<file path="src/rtl/core/bcrq_fifo.sv">
// Short register queue that decouples the front from the back.
module bcrq_fifo #(
  parameter int WIDTH = 8,
  parameter int DEPTH = 4
) (
  input  logic             clk,
  input  logic             rst_n,
  input  logic             push,
  input  logic [WIDTH-1:0] push_data,
  output logic             full,
  input  logic             pop,
  output logic             head_valid,
  output logic [WIDTH-1:0] head_data
);

  localparam int PW = (DEPTH > 1) ? $clog2(DEPTH) : 1;
  localparam int CW = $clog2(DEPTH + 1);

  logic [WIDTH-1:0] slot_r [DEPTH];
  logic [PW-1:0]    wr_ptr_r, wr_ptr_nxt;
  logic [PW-1:0]    rd_ptr_r, rd_ptr_nxt;
  logic [CW-1:0]    count_r, count_nxt;
  logic             do_push, do_pop;

  assign full       = (count_r == CW'(DEPTH));
  assign head_valid = (count_r != '0);
  assign head_data  = slot_r[rd_ptr_r];
  assign do_push    = push && !full;
  assign do_pop     = pop && head_valid;

  // Pointer and count update, wrapping at the queue depth.
  always_comb begin
    wr_ptr_nxt = wr_ptr_r;
    rd_ptr_nxt = rd_ptr_r;
    count_nxt  = count_r;
    if (do_push) begin
      wr_ptr_nxt = (wr_ptr_r == PW'(DEPTH - 1)) ? '0 : wr_ptr_r + 1'b1;
    end
    if (do_pop) begin
      rd_ptr_nxt = (rd_ptr_r == PW'(DEPTH - 1)) ? '0 : rd_ptr_r + 1'b1;
    end
    if (do_push && !do_pop) begin
      count_nxt = count_r + 1'b1;
    end else if (do_pop && !do_push) begin
      count_nxt = count_r - 1'b1;
    end
  end

  always_ff @(posedge clk) begin
    if (!rst_n) begin
      wr_ptr_r <= '0;
      rd_ptr_r <= '0;
      count_r  <= '0;
    end else begin
      wr_ptr_r <= wr_ptr_nxt;
      rd_ptr_r <= rd_ptr_nxt;
      count_r  <= count_nxt;
    end
  end

  // Entry storage.
  always_ff @(posedge clk) begin
    if (do_push) begin
      slot_r[wr_ptr_r] <= push_data;
    end
  end

endmodule

</file>
<file path="config.mk">
export PLATFORM = sky130hd
export DESIGN_NAME = bcrq_fifo
export DESIGN_NICKNAME = d
export VERILOG_FILES = /design/src/rtl/core/bcrq_fifo.sv
export SDC_FILE = /design/constraint.sdc
export NUM_CORES = 1
export LEC_CHECK = 0
export ABC_AREA = 1
export BUFFER_PORTS_ARGS = -buffer_cell sky130_fd_sc_hd__buf_2
export CORE_MARGIN = 2
export CORE_UTILIZATION = 56
export DETAILED_ROUTE_END_ITERATION = 8
export GPL_ROUTABILITY_DRIVEN = 0
export PLACE_DENSITY = 0.9
export REMOVE_ABC_BUFFERS = 1
export SLEW_MARGIN = 10
export SYNTH_ARGS = -nofsm -noshare
export SYNTH_HDL_FRONTEND = slang
export SYNTH_SLANG_ARGS = --single-unit
</file>
<file path="constraint.sdc">
create_clock -name clk -period 2.3 [get_ports clk]
set_input_delay 0.46 -clock clk [delete_from_list [all_inputs] [get_ports clk]]
set_output_delay 0.46 -clock clk [all_outputs]
set_load 0.02 [all_outputs]
</file>
==> impl_metrics.yaml <==
sta:
  tns_ps: 0
  hold_viol_final: 0
  worst_slack_ps: 216
  worst-slew-pin-transition_ps: 348
  fmax_mhz: 480
  slew_viol_final: 0
  finClkSkew_ps: 7.71
  final.min_clock_period_ps: 2080
  slew_headroom: 0.768
  post-route-period-util: 0.906
  setup_viol: 0
  rsz0062_at_grt: "no"
pwr:
  seqPwrFrac: 0.429
  combinationalPowerShare: 0.333
  p_per_area_nw_per_um2: 1200
  ir_worst_vdd_mv: 0.942
  switching_share: 0.351
  clkPwrFrac: 0.238
  p_leak_uw: 0.000808
  switchingPower_uw: 825
  internal-power_uw: 1520
drt:
  viasPerCell: 5.53
  firstDrtPassIters: 6
  wirelength_um: 3060
  ant_nets: 0
  wl_met3_um: 183
  drc: 2
  top_layer_used: "met4"
  m1WireLength_um: 1230
  wl_per_cell_um: 14.6
  dr_wl_met2_um: 1560
  vias: 1162
  drt_first_iter_violations: 79
cells_and_area:
  drive_gt1_frac: 0.218
  nets: 197
  diodes: 0
  final_core_util: 0.695
  layout_commonest_cell: "nor2_1"
  most-common-layout-cells: "33 x nor2_1, 32 x edfxtp_1, 21 x buf_2"
  finalNonFillerCells: 210
  fillers: 196
  syn_to_final_growth_pct: 15.5
  final_area_um2: 1950
yosys:
  syn_area_um2: 1690
  ys_warn_count: 0
  ys_seq_area_frac: 0.676
  avgSynthCellArea_um2: 11.5
  syn_inst: 147
  ys_seq_elements: 41
  synth_cell_types: 18
critical_path:
  crit_path_start_kind: "register"
  crit_path_end_kind: "primary output"
  arrival_ps: 1620
  required_ps: 1840
  reg2reg_slack_ps: 350
  path_max_fanout: 9
  criticalPathCategory: "register to primary output"
clock_network:
  cts_sinks: 41
  postCtsSetupRepairBufs: 0
  ctsHoldBuffers: 0
  h-tree-depth: 2
  cts_tree: "done"
  cts_root_buffer: "clkbuf_4"
  clkSlewWorstSetupHoldPaths_ps: 120
  clk_latency_ps: 340
  ctsResizeCount: 0
  cts_buffer_depth: 2
  cts_buffers: 5
floorplan:
  dieArea_um2: 3470
  core-area_um2: 2810
  rows: 19
  ios: 22
  die_h_um: 58.9
  die_w_um: 58.9
  initial_core_util: 0.602
global_route:
  grt_pass1_wl_um: 4930
  grt_max_degree: 17
  overflow: 0
  grtUsageTotal: 0.205
  antenna_found_initial: 0
  grt_pass1_vias: 1154
outcome:
  status: "finished with violations"
  violations: "DRC"
run:
  cap_violations: 0
placement:
  dp_slack_ps: 417
  place_hpwl_um: 2200
  place_area_um2: 1850
  dp_cells: 202
  portBuffers: 21
worst_hold_path:
  hp-class: "input port to register"
## metal layers
metal | up-vias | global-route usage
met5 | - | 0
met4 | 0 | 0.120
met3 | 11 | 0.0703
met2 | 40 | 0.351
met1 | 546 | 0.219
li1 | 565 | -
## flip-flops by register name (all words and copies together), names as in the netlist, named ones only
signal	flops
count_r	3
slot_r	32
rd_ptr_r	2
wr_ptr_r	2
## final cells by class
cell class | count | area [um2] | area share
multi-input cells | 86 | 458 | 0.235
clock buffers | 5 | 37.5 | 0.0192
inverters | 18 | 67.6 | 0.0346
flip-flops and latches | 41 | 1140 | 0.585
repair buffers | 26 | 143 | 0.0731
clock inverters | 3 | 65.1 | 0.0334
well taps | 31 | 38.8 | 0.0199
## path summary, 6_finish.rpt
| check | from | end | cells past startpoint |
|---|---|---|---|
| setup / recovery | register | head_data[4] | 4 |
| hold / removal | push_data[1] | slot_r[3][1] | 1 |
| setup reg to reg | count_r[1] | count_r[2] | 12 |
| hold reg to reg | count_r[0] | count_r[0] | 2 |
## power by group through the flow
stage / Clock, uW / Combinational, uW / Sequential (uW)
final: 559 / 781 / 1010
after global routing: 597 / 864 / 1020
after CTS: 569 / 782 / 1010
after detailed placement: 0 / 778 / 1020
after global placement: 0 / 727 / 1010
after floorplan: 0 / 529 / 1000
## Yosys cell counts
| cell type | count | area [um2] |
|---|---|---|
| nand2_1 | 14 | 52.6 |
| buf_6 | 2 | 22.5 |
| nand3_1 | 1 | 5.00 |
| o21ai_0 | 14 | 70.1 |
| inv_1 | 17 | 63.8 |
| inv_2 | 1 | 3.75 |
| nor2_1 | 33 | 124 |
| o21ai_2 | 3 | 26.3 |
| ha_1 | 6 | 75.1 |
| nand3b_1 | 1 | 7.51 |
| dfxtp_1 | 9 | 180 |
| nand4_1 | 1 | 6.26 |
| fa_1 | 1 | 20.0 |
| o21ai_1 | 1 | 5.00 |
| nand2_2 | 1 | 6.26 |
| a21oi_1 | 2 | 10.0 |
| edfxtp_1 | 32 | 961 |
| o22ai_1 | 8 | 50.1 |
## cell families after synthesis
group,after synthesis,synth area share
fa+ha+maj,7,0.0563
buf+inv,20,0.0533
flops,41,0.676
compound gates,28,0.0956
simple gates,51,0.119
## metrics by stage
step / hold WS, ps / total power [uW]
global placement: 489 / 1740
detailed placement: 513 / 1800
CTS: 312 / 2360
floorplan: 480 / 1530
finish: 324 / 2350
global route: 293 / 2480
## worst max-delay path, stage by stage, from the launching register on
cell,delay [ps]
dfxtp_1,430
inv_1,280
o21ai_0,150
o22ai_1,220
buf_2,220
(Power assumes the default switching activity.)
