[src/rtl/core/bcrq_pkg.sv]
// Shared types, constants and register codes for the bilinear crop, resize and quantize block.
package bcrq_pkg;

  // Default geometry of the output grid and of the frame store.
  localparam int OUT_W_DEF       = 112;
  localparam int OUT_H_DEF       = 112;
  localparam int MAX_FRAME_W_DEF = 256;
  localparam int MAX_FRAME_H_DEF = 256;

  // Configuration port geometry.
  localparam int CFG_W     = 9;
  localparam int CFG_IDX_W = 3;

  // Fixed-point unity with 16 fraction bits, and the width of a blend weight.
  localparam logic [16:0] Q16_ONE = 17'h10000;
  localparam int          WGT_W   = 33;

  // Depth of the queue between the front and the back.
  localparam int QUEUE_DEPTH = 4;

  // Request kinds.
  localparam logic REQ_LOAD    = 1'b0;
  localparam logic REQ_COMPUTE = 1'b1;

  // Register indexes.
  typedef enum logic [CFG_IDX_W-1:0] {
    CFG_FRAME_WIDTH  = 3'd0,
    CFG_FRAME_HEIGHT = 3'd1,
    CFG_CROP_LEFT    = 3'd2,
    CFG_CROP_TOP     = 3'd3,
    CFG_CROP_WIDTH   = 3'd4,
    CFG_CROP_HEIGHT  = 3'd5
  } cfg_idx_t;

  // Input beat.
  typedef struct packed {
    logic        req_type;
    logic [15:0] pixel_address;
    logic [7:0]  pixel_red;
    logic [7:0]  pixel_green;
    logic [7:0]  pixel_blue;
    logic [6:0]  target_x;
    logic [6:0]  target_y;
  } req_t;

  // Result beat.
  typedef struct packed {
    logic [6:0]        result_x;
    logic [6:0]        result_y;
    logic signed [7:0] result_red;
    logic signed [7:0] result_green;
    logic signed [7:0] result_blue;
  } res_t;

  // Configuration register file.
  typedef struct packed {
    logic [8:0] frame_width;
    logic [8:0] frame_height;
    logic [7:0] crop_left;
    logic [7:0] crop_top;
    logic [8:0] crop_width;
    logic [8:0] crop_height;
  } cfg_t;

endpackage

[src/rtl/core/bcrq_front.sv]
// Front pipeline: accepts beats, drops loads beyond the store, maps computes to addresses and weights.
module bcrq_front #(
  parameter int OUT_W       = 112,
  parameter int OUT_H       = 112,
  parameter int MAX_FRAME_W = 256,
  parameter int MAX_FRAME_H = 256,
  parameter int ENT_W       = 8
) (
  input  logic               clk,
  input  logic               rst_n,
  input  logic               in_valid,
  input  bcrq_pkg::req_t     in_data,
  output logic               in_stall,
  input  bcrq_pkg::cfg_t     cfg,
  input  logic               q_full,
  output logic               q_push,
  output logic [ENT_W-1:0]   q_entry
);
  import bcrq_pkg::*;

  localparam int DEPTH = MAX_FRAME_W * MAX_FRAME_H;
  localparam int AW    = $clog2(DEPTH);
  localparam int FWW   = $clog2(MAX_FRAME_W + 1);
  localparam int FHW   = $clog2(MAX_FRAME_H + 1);
  localparam int IXW   = $clog2(MAX_FRAME_W);
  localparam int IYW   = $clog2(MAX_FRAME_H);
  localparam int NW    = 25;
  localparam int K     = NW;
  localparam int ODX   = $clog2(OUT_W + 1);
  localparam int ODY   = $clog2(OUT_H + 1);
  localparam int PW    = NW + 9;
  localparam int NST   = 6;
  localparam logic [K-1:0] REC_X = K'((64'd1 << K) / OUT_W);
  localparam logic [K-1:0] REC_Y = K'((64'd1 << K) / OUT_H);

  logic             en;
  logic [NST:1]     v_r;
  req_t             st_r [NST:1];
  logic [31:0]      fw_raw, fh_raw;
  logic [FWW-1:0]   fw_c;
  logic [FHW-1:0]   fh_c;
  logic [NW-1:0]    nx, ny;
  logic             bad_load;

  logic [2*NW-1:0]  pm_x_r, pm_y_r;
  logic [NW-1:0]    q0x_r, q0y_r;
  logic [NW+ODX-1:0] qdx_r;
  logic [NW+ODY-1:0] qdy_r;
  logic [NW+ODX-1:0] remx;
  logic [NW+ODY-1:0] remy;
  logic [NW-1:0]    scx_r, scy_r;
  logic [PW-1:0]    px_r, py_r;
  logic [PW-2:0]    fx, fy;
  logic [IXW-1:0]   ix, ix_r;
  logic [IYW-1:0]   iy, iy_r;
  logic [16:0]      dx, dy, dx_r, dy_r;
  logic [AW-1:0]    a00;
  logic [AW-1:0]    addr_r;
  logic [WGT_W-1:0] w00_r, w01_r, w10_r, w11_r;

  // The whole front moves as one; it halts only when its last stage cannot enter the queue.
  assign en       = !(v_r[NST] && q_full);
  assign in_stall = !en;
  assign q_push   = v_r[NST];

  // Frame size clamped into the supported range.
  always_comb begin
    fw_raw = 32'(cfg.frame_width);
    fh_raw = 32'(cfg.frame_height);
    if (fw_raw < 32'd2) begin
      fw_c = FWW'(2);
    end else if (fw_raw > 32'(MAX_FRAME_W)) begin
      fw_c = FWW'(MAX_FRAME_W);
    end else begin
      fw_c = FWW'(fw_raw);
    end
    if (fh_raw < 32'd2) begin
      fh_c = FHW'(2);
    end else if (fh_raw > 32'(MAX_FRAME_H)) begin
      fh_c = FHW'(MAX_FRAME_H);
    end else begin
      fh_c = FHW'(fh_raw);
    end
  end

  // Scale numerators, with half the divisor added for rounding.
  assign nx = {cfg.crop_width, 16'h0000} + NW'(OUT_W / 2);
  assign ny = {cfg.crop_height, 16'h0000} + NW'(OUT_H / 2);

  // Loads beyond the store are dropped on entry.
  assign bad_load = (in_data.req_type == REQ_LOAD) &&
                    (32'(in_data.pixel_address) >= 32'(DEPTH));

  // Valid bits of the stages.
  always_ff @(posedge clk) begin
    if (!rst_n) begin
      v_r <= '0;
    end else if (en) begin
      v_r <= {v_r[NST-1:1], in_valid && !bad_load};
    end
  end

  // Beat fields travel alongside the arithmetic.
  always_ff @(posedge clk) begin
    if (en) begin
      st_r[1] <= in_data;
      for (int s = 2; s <= NST; s++) begin
        st_r[s] <= st_r[s-1];
      end
    end
  end

  // Division remainders of the scale step.
  assign remx = (NW+ODX)'(nx) - qdx_r;
  assign remy = (NW+ODY)'(ny) - qdy_r;

  // Position to index and weight, with the neighbor held inside the frame.
  always_comb begin
    fx = (PW-1)'((px_r - PW'(Q16_ONE)) >> 1);
    fy = (PW-1)'((py_r - PW'(Q16_ONE)) >> 1);
    if (px_r < PW'(Q16_ONE)) begin
      ix = '0;
      dx = '0;
    end else if (32'(fx[PW-2:16]) >= 32'(fw_c) - 32'd1) begin
      ix = IXW'(32'(fw_c) - 32'd2);
      dx = Q16_ONE;
    end else begin
      ix = IXW'(fx[PW-2:16]);
      dx = {1'b0, fx[15:0]};
    end
    if (py_r < PW'(Q16_ONE)) begin
      iy = '0;
      dy = '0;
    end else if (32'(fy[PW-2:16]) >= 32'(fh_c) - 32'd1) begin
      iy = IYW'(32'(fh_c) - 32'd2);
      dy = Q16_ONE;
    end else begin
      iy = IYW'(fy[PW-2:16]);
      dy = {1'b0, fy[15:0]};
    end
  end

  assign a00 = AW'(iy_r * fw_c) + AW'(ix_r);

  // Arithmetic stages: reciprocal product, back-multiply, corrected scale,
  // position, index and weight, then address and blend weights.
  always_ff @(posedge clk) begin
    if (en) begin
      pm_x_r <= nx * REC_X;
      pm_y_r <= ny * REC_Y;
      q0x_r  <= pm_x_r[2*NW-1:K];
      q0y_r  <= pm_y_r[2*NW-1:K];
      qdx_r  <= pm_x_r[2*NW-1:K] * ODX'(OUT_W);
      qdy_r  <= pm_y_r[2*NW-1:K] * ODY'(OUT_H);
      scx_r  <= q0x_r + NW'(remx >= (NW+ODX)'(OUT_W));
      scy_r  <= q0y_r + NW'(remy >= (NW+ODY)'(OUT_H));
      px_r   <= PW'({cfg.crop_left, 17'h00000}) + PW'({st_r[3].target_x, 1'b1} * scx_r);
      py_r   <= PW'({cfg.crop_top, 17'h00000}) + PW'({st_r[3].target_y, 1'b1} * scy_r);
      ix_r   <= ix;
      iy_r   <= iy;
      dx_r   <= dx;
      dy_r   <= dy;
      addr_r <= (st_r[5].req_type == REQ_LOAD) ? AW'(st_r[5].pixel_address) : a00;
      w00_r  <= (Q16_ONE - dx_r) * (Q16_ONE - dy_r);
      w01_r  <= dx_r * (Q16_ONE - dy_r);
      w10_r  <= (Q16_ONE - dx_r) * dy_r;
      w11_r  <= dx_r * dy_r;
    end
  end

  // Queue entry layout: kind, address, frame width, pixel, four weights, target.
  assign q_entry = {st_r[NST].req_type, addr_r, fw_c,
                    st_r[NST].pixel_red, st_r[NST].pixel_green, st_r[NST].pixel_blue,
                    w00_r, w01_r, w10_r, w11_r,
                    st_r[NST].target_x, st_r[NST].target_y};

endmodule

[config.mk]
export PLATFORM = sky130hd
export DESIGN_NAME = bcrq_front
export DESIGN_NICKNAME = d
export VERILOG_FILES = /design/src/rtl/core/bcrq_pkg.sv /design/src/rtl/core/bcrq_front.sv
export SDC_FILE = /design/constraint.sdc
export NUM_CORES = 1
export LEC_CHECK = 0
export BUFFER_PORTS_ARGS = -buffer_cell sky130_fd_sc_hd__buf_2
export CAP_MARGIN = 10
export CORE_UTILIZATION = 40
export CTS_BUF_LIST = sky130_fd_sc_hd__clkbuf_8
export DETAILED_ROUTE_END_ITERATION = 10
export GPL_ROUTABILITY_DRIVEN = 0
export PLACE_DENSITY = 0.76
export SYNTH_ARGS = -nofsm -noshare
export SYNTH_HDL_FRONTEND = slang
export SYNTH_SLANG_ARGS = --single-unit
[constraint.sdc]
create_clock -name clk -period 1.72 [get_ports clk]
set_input_delay 0.258 -clock clk [delete_from_list [all_inputs] [get_ports clk]]
set_output_delay 0.258 -clock clk [all_outputs]
set_load 0.005 [all_outputs]
==> impl_metrics.tcl <==
set metrics [dict create \
    grt_pass1_wl_um 2920 \
    via_per_inst 4.56 \
    drt-initial-drc-count 35 \
    dieArea_sq_um 4380 \
    drive_above_1_share_pct 33.3 \
    power.total_mw 2.51 \
    start_util_pct 43.4 \
    num_rows 22 \
    dpl_worst_slack_ns 0.631 \
    syn2layout_area_growth_pct 20.0 \
    intPower_mw 2.10 \
    drt_pass1_iterations 2 \
    tritoncts "built" \
    criticalPathCategory "flop to primary output" \
    crit_arrival_ns 0.99 \
    num_vias 671 \
    drv_cap 0 \
    port_buffers 21 \
    totalWireLength_um 1880 \
    hold_ws_ns 0.132 \
    cts_setup_buffers 0 \
    relSlewSlack_pct 83.7 \
    ctsHoldBuffers 0 \
    switching_share_pct 16.5 \
    min_period_over_period_pct 72.5 \
    r2r_slack_ns 0.65 \
    tns_ns 0 \
    netlist_area_sq_um 1650 \
    synth_cell_types 9 \
    period_minus_slack_ns 1.25 \
    grt_max_degree 49 \
    worst_pin_slew_ns 0.244 \
    synth_fp_nets 179 \
    final_cell_area_sq_um 1980 \
    root_buffer "clkbuf_8" \
    place_hpwl_um 1140 \
    ys_seq_elements 54 \
    cts.clk_slew.worst_paths_ns 0.09 \
    drc_errors 0 \
    clock_power_share_pct 38.3 \
    crit_path_cell_trace "nand2_2 > inv_2 > buf_2" \
    critPathMaxFanout 4 \
    synth_cells 68 \
    cts_made_buffers 5 \
    crit_slowest_cell "dfxtp_1" \
    cts_max_path_buffers 2 \
    finalSetupViolCount 0 \
    power_frac_comb_pct 1.4 \
    ios 121 \
    slew_violations 0 \
    antenna_found_initial 0 \
    clock_skew_ns 0.00975 \
    power_switching_mw 0.414 \
    slowest_delay_ns 0.37 \
    antenna_left 0 \
    p_leak_nw 0.762 \
    grt_remaining_overflow 0 \
    status "complete, no violations" \
    grt_pass1_vias 678 \
    wire_per_inst_um 12.8 \
    ctsHtreeMaxLevel 2 \
    nets 209 \
    core-area_sq_um 3800 \
    hold_viol 0 \
    required_ns 1.46 \
    final.fill_count 300 \
    startpoint_type "flop" \
    clock_sinks 54 \
    rsz0062_at_grt "no" \
    placed_cell_area_sq_um 1840 \
    min_path_type "input pin to flop" \
    cp-end-kind "primary output" \
    postCtsResizedCells 0 \
    n_antenna_cell 0 \
    ir_worst_vdd_mv 0.582 \
    insertion_delay_ns 0.30 \
    avgSynthCellArea_sq_um 24.3 \
    die_h_um 66.2 \
    cellPowerDensity_nw_per_um2 1270 \
    timing.fmax_ghz 0.802 \
    track_usage_pct 9.72 \
    die_w_um 66.2 \
    yosysSeqAreaShare_pct 94.7 \
    setup_ws_ns 0.474 \
    p_seq_share_pct 60.3 \
    yosysWarnings 0 \
]
## cell families after synthesis
| logic type | synth area share, % |
|---|---|
| muxes | 2.43 |
| and+or+nand+nor | 1.90 |
| AOI/OAI and AO/OA | 0.759 |
| DFF | 94.7 |
| buffers and inverters | 0.227 |
## per-stage QoR
step / utilization, % / instances
after floorplan: - / 68
after global placement: 48.5 / 139
final: 52.1 / 147
after detailed placement: 48.5 / 139
after CTS: 52.1 / 147
after global routing: 52.1 / 147
## worst paths after layout
check / startpoint / to / depth (start not counted)
hold / removal: in_data[5] / st_r[1][5] / 1
setup / recovery: v_r[6] / in_stall / 3
hold reg to reg: st_r[1][0] / st_r[2][0] / 0
setup reg to reg: v_r[6] / st_r[6][4] / 2
## cells in the final DEF, fill, tap and decap left out, types with 2 or more instances in the layout
| master | n |
|---|---|
| buf_2 | 21 |
| dfxtp_1 | 6 |
| nand2_1 | 5 |
| bufinv_16 | 2 |
| clkbuf_8 | 5 |
| edfxtp_1 | 48 |
| mux2i_1 | 4 |
## cell usage after synthesis
library cell | count | area share (%)
edfxtp_1 | 48 | 87
dfxtp_1 | 6 | 7.3
nand2_1 | 5 | 1.1
mux2i_1 | 4 | 2.4
inv_2 | 1 | 0.23
nand2_2 | 1 | 0.38
nand4_1 | 1 | 0.38
o21a_1 | 1 | 0.46
o21ai_0 | 1 | 0.30
## worst max-delay path: cells and delay by family (launching register included)
kind	cells	cell delay, ns
buffers and inverters	2	0.20
and+or+nand+nor	1	0.12
DFF	1	0.37
## layout make-up
type	instances	area (sq um)	share of cell area [%]
Multi-Input combinational cell	13	83.8	4.24
Clock buffer	5	68.8	3.48
Timing Repair Buffer	23	133	6.70
Sequential cell	54	1560	78.9
Inverter	1	3.75	0.190
Tap cell	48	60.1	3.03
Clock inverter	3	68.8	3.48
## power by group through the flow
| stage | Sequential, mW | Combinational [mW] | Clock, mW |
|---|---|---|---|
| after floorplan | 1.54 | 0.00553 | 0 |
| after global placement | 1.54 | 0.0331 | 0 |
| after detailed placement | 1.55 | 0.0359 | 0 |
| after CTS | 1.52 | 0.0360 | 0.986 |
| after global routing | 1.52 | 0.0396 | 1.06 |
| final | 1.51 | 0.0353 | 0.962 |
## registers in the layout (all words and copies together), names as in the netlist
signal / cells
st_r: 48
v_r: 6
## per-layer routing
layer / GRT usage (%) / part of all wire (%) / vias to the layer above / routed length, um
met5: 0 / 0 / - / 0
met4: 2.39 / 0 / 0 / 0
met3: 5.69 / 7.1 / 0 / 133
met2: 17.2 / 53 / 27 / 995
met1: 9.61 / 40 / 324 / 753
li1: - / - / 320 / -
Power figures use the tool's default switching activity.
